**src/rtl/imu_sfp_pkg.sv**
```systemverilog
package imu_sfp_pkg;

    // Byte values on the serial line.
    localparam logic [7:0] HEADER_BYTE = 8'h55;
    localparam logic [7:0] CODE_ACCEL  = 8'h51;
    localparam logic [7:0] CODE_RATE   = 8'h52;
    localparam logic [7:0] CODE_ANGLE  = 8'h53;

    // Frame geometry: 11 bytes, of which the first 10 are kept.
    localparam int unsigned FRAME_LEN  = 11;
    localparam int unsigned STORED_LEN = 10;
    localparam int unsigned OFFSET_W   = 4;
    localparam logic [OFFSET_W-1:0] LAST_OFFSET = OFFSET_W'(FRAME_LEN - 1);

    // Result kind codes.
    localparam logic [1:0] KIND_ACCEL = 2'd0;
    localparam logic [1:0] KIND_RATE  = 2'd1;
    localparam logic [1:0] KIND_ANGLE = 2'd2;

    typedef struct packed {
        logic [7:0] rx_byte;
        logic       burst_start;
    } byte_item_t;

    typedef struct packed {
        logic [1:0]         frame_kind;
        logic signed [15:0] value_x;
        logic signed [15:0] value_y;
        logic signed [15:0] value_z;
        logic [15:0]        temperature;
    } frame_item_t;

endpackage

```
**src/rtl/imu_serial_frame_parser.sv**
```systemverilog
// Parser for an IMU serial stream of 11-byte frames.
//
// Input channel (byte_valid / byte_stall / byte_item): one received byte per
// request, with burst_start set on the first byte after a line idle gap.
// Inside a burst, frames start at offsets 0, 11, 22 and so on, for
// FRAMES_PER_BURST frames; later bytes of the burst are ignored.
// Output channel (frame_valid / frame_stall / frame_item): one request per
// frame whose header is 0x55 and whose type code is acceleration, angular
// rate or angle. Values are raw little-endian counts; temperature is only
// filled for acceleration frames. The checksum byte is not checked.
//
// Throughput is one byte per cycle while byte_stall is low. A frame's
// result goes to the output register, or to the one-entry skid register
// behind it if the output is held; a stalled receiver does not stop input
// until both are full; byte_stall is then raised until the skid drains.
// Reset clears the burst position (the next byte is taken as offset 0) and
// empties both output registers; stored frame bytes are not cleared.
module imu_serial_frame_parser
    import imu_sfp_pkg::*;
#(
    parameter int unsigned FRAMES_PER_BURST = 3
) (
    input  logic        clk,
    input  logic        rst_n,
    input  logic        byte_valid,
    output logic        byte_stall,
    input  byte_item_t  byte_item,
    output logic        frame_valid,
    input  logic        frame_stall,
    output frame_item_t frame_item
);

    localparam int unsigned FRAME_W = $clog2(FRAMES_PER_BURST + 1);
    localparam logic [FRAME_W-1:0] FRAME_END = FRAME_W'(FRAMES_PER_BURST);

    // Burst position, kept as frame number and offset within the frame.
    logic [OFFSET_W-1:0] offset_reg, offset_next;
    logic [FRAME_W-1:0]  frame_reg, frame_next;
    logic [7:0]          frame_bytes_reg [STORED_LEN];

    frame_item_t out_reg, skid_reg;
    logic        out_valid_reg, skid_valid_reg;

    logic                accept;
    logic [OFFSET_W-1:0] cur_offset;
    logic [FRAME_W-1:0]  cur_frame;
    logic                in_frame;
    logic                store_byte;
    logic                produce;
    frame_item_t         result;
    logic                kind_ok;
    logic                out_free;

    assign byte_stall  = skid_valid_reg;
    assign accept      = byte_valid && !skid_valid_reg;
    assign frame_valid = out_valid_reg;
    assign frame_item  = out_reg;
    assign out_free    = !out_valid_reg || !frame_stall;

    // A burst start forces this byte to offset 0 of the first frame.
    always_comb
    begin
        cur_offset = byte_item.burst_start ? '0 : offset_reg;
        cur_frame  = byte_item.burst_start ? '0 : frame_reg;
        in_frame   = cur_frame < FRAME_END;
        store_byte = in_frame && (cur_offset != LAST_OFFSET);
        offset_next = cur_offset;
        frame_next  = cur_frame;
        if (in_frame)
        begin
            if (cur_offset == LAST_OFFSET)
            begin
                offset_next = '0;
                frame_next  = cur_frame + FRAME_W'(1);
            end
            else
            begin
                offset_next = cur_offset + OFFSET_W'(1);
            end
        end
    end

    // Decode the stored frame when its checksum byte arrives.
    always_comb
    begin
        kind_ok           = 1'b1;
        result.frame_kind = KIND_ACCEL;
        case (frame_bytes_reg[1])
            CODE_ACCEL: result.frame_kind = KIND_ACCEL;
            CODE_RATE:  result.frame_kind = KIND_RATE;
            CODE_ANGLE: result.frame_kind = KIND_ANGLE;
            default:    kind_ok = 1'b0;
        endcase
        result.value_x = signed'({frame_bytes_reg[3], frame_bytes_reg[2]});
        result.value_y = signed'({frame_bytes_reg[5], frame_bytes_reg[4]});
        result.value_z = signed'({frame_bytes_reg[7], frame_bytes_reg[6]});
        result.temperature = (result.frame_kind == KIND_ACCEL)
                           ? {frame_bytes_reg[9], frame_bytes_reg[8]} : 16'd0;
        produce = accept && in_frame && (cur_offset == LAST_OFFSET)
               && (frame_bytes_reg[0] == HEADER_BYTE) && kind_ok;
    end

    always_ff @(posedge clk or negedge rst_n)
    begin
        if (!rst_n)
        begin
            offset_reg <= '0;
            frame_reg  <= '0;
        end
        else if (accept)
        begin
            offset_reg <= offset_next;
            frame_reg  <= frame_next;
        end
    end

    always_ff @(posedge clk)
    begin
        if (accept && store_byte)
        begin
            frame_bytes_reg[cur_offset] <= byte_item.rx_byte;
        end
    end

    // Output register with a skid entry behind it.
    always_ff @(posedge clk or negedge rst_n)
    begin
        if (!rst_n)
        begin
            out_valid_reg  <= 1'b0;
            skid_valid_reg <= 1'b0;
        end
        else if (out_free)
        begin
            if (skid_valid_reg)
            begin
                out_valid_reg  <= 1'b1;
                skid_valid_reg <= 1'b0;
            end
            else
            begin
                out_valid_reg <= produce;
            end
        end
        else if (produce)
        begin
            skid_valid_reg <= 1'b1;
        end
    end

    always_ff @(posedge clk)
    begin
        if (out_free)
        begin
            if (skid_valid_reg)
            begin
                out_reg <= skid_reg;
            end
            else if (produce)
            begin
                out_reg <= result;
            end
        end
        else if (produce)
        begin
            skid_reg <= result;
        end
    end

    // The skid entry is only ever filled behind a held output.
    assert property (@(posedge clk) disable iff (!rst_n)
        skid_valid_reg |-> out_valid_reg)
        else $error("skid entry valid without output entry");

    // A held output whose receiver stalls keeps its kind.
    assert property (@(posedge clk) disable iff (!rst_n)
        (out_valid_reg && frame_stall) |=> (out_valid_reg && $stable(out_reg.frame_kind)))
        else $error("stalled result changed");

    // The position counters stay in range.
    assert property (@(posedge clk) disable iff (!rst_n)
        (offset_reg <= LAST_OFFSET) && (frame_reg <= FRAME_END))
        else $error("burst position out of range");

    // Past the last frame of a burst no result is made.
    assert property (@(posedge clk) disable iff (!rst_n)
        (!byte_item.burst_start && (frame_reg == FRAME_END)) |-> !produce)
        else $error("result from a byte past the last frame");

    // Temperature is zero except in acceleration frames.
    assert property (@(posedge clk) disable iff (!rst_n)
        (out_valid_reg && (out_reg.frame_kind != KIND_ACCEL)) |-> (out_reg.temperature == 16'd0))
        else $error("temperature set on a non-acceleration frame");

endmodule

```
**config.mk**
```make
export PLATFORM = sky130hd
export DESIGN_NAME = imu_serial_frame_parser
export DESIGN_NICKNAME = d
export VERILOG_FILES = /design/src/rtl/imu_sfp_pkg.sv /design/src/rtl/imu_serial_frame_parser.sv
export SDC_FILE = /design/constraint.sdc
export NUM_CORES = 1
export LEC_CHECK = 0
export BUFFER_PORTS_ARGS = -buffer_cell sky130_fd_sc_hd__buf_4
export CORE_MARGIN = 2
export CORE_UTILIZATION = 40
export DETAILED_ROUTE_END_ITERATION = 8
export SETUP_SLACK_MARGIN = 0.3
export SLEW_MARGIN = 20
export SYNTH_ARGS = -nofsm -noshare
export SYNTH_HDL_FRONTEND = slang
export SYNTH_SLANG_ARGS = --single-unit
```
**constraint.sdc**
```tcl
create_clock -name clk -period 13.28 [get_ports clk]
set_input_delay 1.992 -clock clk [delete_from_list [all_inputs] [get_ports clk]]
set_output_delay 1.992 -clock clk [all_outputs]
set_load 0.02 [all_outputs]
```
==> impl_metrics.json <==
{
  "synth_compound_area_frac": 0.0103,
  "rsz0062_at_grt": "no",
  "cts_tree": "done",
  "syn-instance-count": 389,
  "synth_ff_type": "edfxtp_1",
  "cts_buffer_depth": 3,
  "critPathMaxFanout": 44,
  "netlist_area_mm2": 0.00790,
  "synth_mux_area_frac": 0.0941,
  "multiInputGateArea_mm2": 0.00131,
  "dr.pass1.iters": 4,
  "synth-seq-cells": 220,
  "hold_path_class": "reg -> reg",
  "holdWs_ns": 0.449,
  "synth_edf_count": 212,
  "peakVddDrop_mv": 0.102,
  "synthesis.nets": 403,
  "largest_register_ffs": 80,
  "skew_ns": 0.0117,
  "insertion_delay_ns": 0.50,
  "worstPathCellList": "buf_4 -> nor2b_1 -> ha_1 -> nor3b_1 -> and4_1 -> a31oi_1 -> a21oi_4 -> buf_4",
  "place_area_mm2": 0.00881,
  "period_share": 0.351,
  "startpoint_type": "input port",
  "crit_top_cell": "buf_4",
  "wl_um": 13900,
  "gp_congestion": 0.850,
  "setup_tns_ns": 0,
  "final_cells": 765,
  "rows": 51,
  "regArea_mm2": 0.00657,
  "total_power_mw": 1.42,
  "grt_max_degree": 72,
  "cts-root-buf": "clkbuf_16",
  "cts_made_buffers": 23,
  "avgSynthCellArea_um2": 20.3,
  "htreeDepth": 1,
  "initial_core_util": 0.407,
  "stdcell_area_mm2": 0.00955,
  "ant_nets": 0,
  "syn_to_final_growth_pct": 20.9,
  "wl_per_cell_um": 18.1,
  "n_antenna_cell": 0,
  "overflow": 0,
  "cts_resized": 0,
  "fp.dieH_um": 145,
  "drive_above_1_share": 0.382,
  "finalHoldViolCount": 0,
  "reg2reg_depth": 7,
  "fp.dieW_um": 145,
  "crit_type": "in -> reg",
  "cap_viol_max_count": 0,
  "core_area_mm2": 0.0194,
  "r2r_slack_ns": 9.80,
  "cellLeakagePower_nw": 3.23,
  "path_clk_slew_ns": 0.05,
  "fin_util": 0.492,
  "ioPinCount": 81,
  "dieArea_mm2": 0.0209,
  "post-cts-setup-buffer-count": 0,
  "required_ns": 13.41,
  "critical-path-max-stage-delay_ns": 0.65,
  "placed_cells": 724,
  "maxSlewHeadroom": 0.318,
  "drc": 0,
  "tightestPinTransition_ns": 1.02,
  "r2r-start": "frame_reg[0]",
  "fin_crit_ns": 4.66,
  "arrival_ns": 4.79,
  "yosys_warnings": 0,
  "cp_slowest_cell": "a21oi_4",
  "worstReg2RegEnd": "frame_item[30]",
  "synthAdderAreaFrac": 0.00158,
  "cts_num_sinks": 220,
  "io_buffers": 80,
  "vias": 3679,
  "cts-hold-fix-buffers": 0,
  "holdPathEnd": "skid_reg[57]",
  "drt_iter0_drc": 240,
  "final-setup-viol-count": 0,
  "seq_area_frac_synth": 0.831,
  "fillers": 1615,
  "track_usage": 0.134,
  "hpwl_um": 8350,
  "maxSlewViolCount": 0,
  "holdPathStages": 0,
  "grt_antenna_before_repair": 0,
  "layout_setup_ws_ns": 8.62,
  "power_per_cell_area_mw_per_mm2": 149,
  "yosysUniqueCellTypes": 33,
  "max_freq_ghz": 0.215,
  "vias_per_cell": 4.81,
  "grt_pass1_wl_um": 21000,
  "status": "finished clean",
  "synth_xor_area_frac": 0,
  "grt_pass1_vias": 3689,
  "nets": 498,
  "min-delay-start": "frame_bytes_reg[3][1]",
  "dp_slack_ns": 8.14,
  "ys_async_sr_fraction": 0.0364,
  "crit_path_end_kind": "register",
  "synth_top_family_by_area": "multiplexers",
  "yosys.area_share.simple": 0.0548
}
[synthesized netlist by cell type, types with 2 or more instances]
master,count,area share
mux2_2,66,0.094
nor3_1,8,0.0051
nor2_1,11,0.0052
clkbuf_1,10,0.0048
buf_2,2,0.0013
nand2_1,10,0.0048
a21oi_1,4,0.0025
edfxtp_1,212,0.81
nand2b_1,4,0.0032
dfrtp_1,8,0.025
nor4bb_1,2,0.0025
nor3b_1,2,0.0019
nand3b_1,2,0.0019
o21ai_0,4,0.0025
nand3_1,6,0.0038
nor2b_1,21,0.017
[worst max path at each step]
stage,start,cells after the start,slack [ns],end
final,byte_item[0],8,8.62,frame_item[30]
after global routing,byte_item[0],8,8.45,frame_item[30]
after CTS,byte_item[0],8,8.65,frame_item[57]
after detailed placement,byte_item[0],8,8.14,frame_item[29]
after global placement,byte_item[0],8,8.33,frame_item[29]
after floorplan,byte_item[0],7,6.22,frame_item[0]
[cells in the final DEF, fill, tap and decap left out, types with 2 or more instances in the layout]
master,netlist,routed
nor3_2,0,4
nor2_1,11,10
clkinv_1,0,4
edfxtp_1,212,212
clkbuf_16,0,23
nand3_1,6,6
nor2b_1,21,21
nor3_1,8,4
a21oi_1,4,3
clkinv_2,0,6
mux2_2,66,66
nor2_4,1,2
buf_4,0,83
dfrtp_1,8,7
nand2b_1,4,4
nand2_1,10,10
bufinv_16,0,2
nor3b_1,2,2
clkbuf_1,10,4
nor4bb_1,2,2
nand3b_1,2,2
o21ai_0,4,4
[cells by family (layout without fill, tap and decap cells)]
logic type | Yosys count | count (layout)
DFF | 220 | 220
and+or+nand+nor | 75 | 75
muxes | 66 | 66
buffers and inverters | 14 | 125
AOI/OAI and AO/OA | 13 | 13
adders and majority gates | 1 | 1
[final cells by class]
| type | count | share of cell area |
|---|---|---|
| Tap cell | 265 | 0.0347 |
| Clock inverter | 14 | 0.0127 |
| Sequential cell | 220 | 0.688 |
| Timing Repair Buffer | 83 | 0.0653 |
| Clock buffer | 27 | 0.0619 |
| Multi-Input combinational cell | 155 | 0.137 |
| Inverter | 1 | 0.000393 |
[metal layers]
layer	share of wire	GRT usage	up-vias
li1	-	-	1708
met1	0.44	0.179	1833
met2	0.48	0.220	103
met3	0.045	0.0242	35
met4	0.030	0.0537	0
met5	0	0	-
[report_power, final]
group	internal [mW]	switching [mW]	total [mW]
Sequential	0.769	0.0121	0.781
Clock	0.357	0.248	0.604
Combinational	0.0136	0.0241	0.0377
[worst max-delay path: cells and delay by family]
family	cells	cell delay [ns]
AO/OA/AOI/OAI	2	0.82
buffers and inverters	2	0.79
AND/OR/NAND/NOR	3	0.87
adder cells (fa/ha/maj)	1	0.26
No activity file was read; power rests on OpenSTA's default activity.
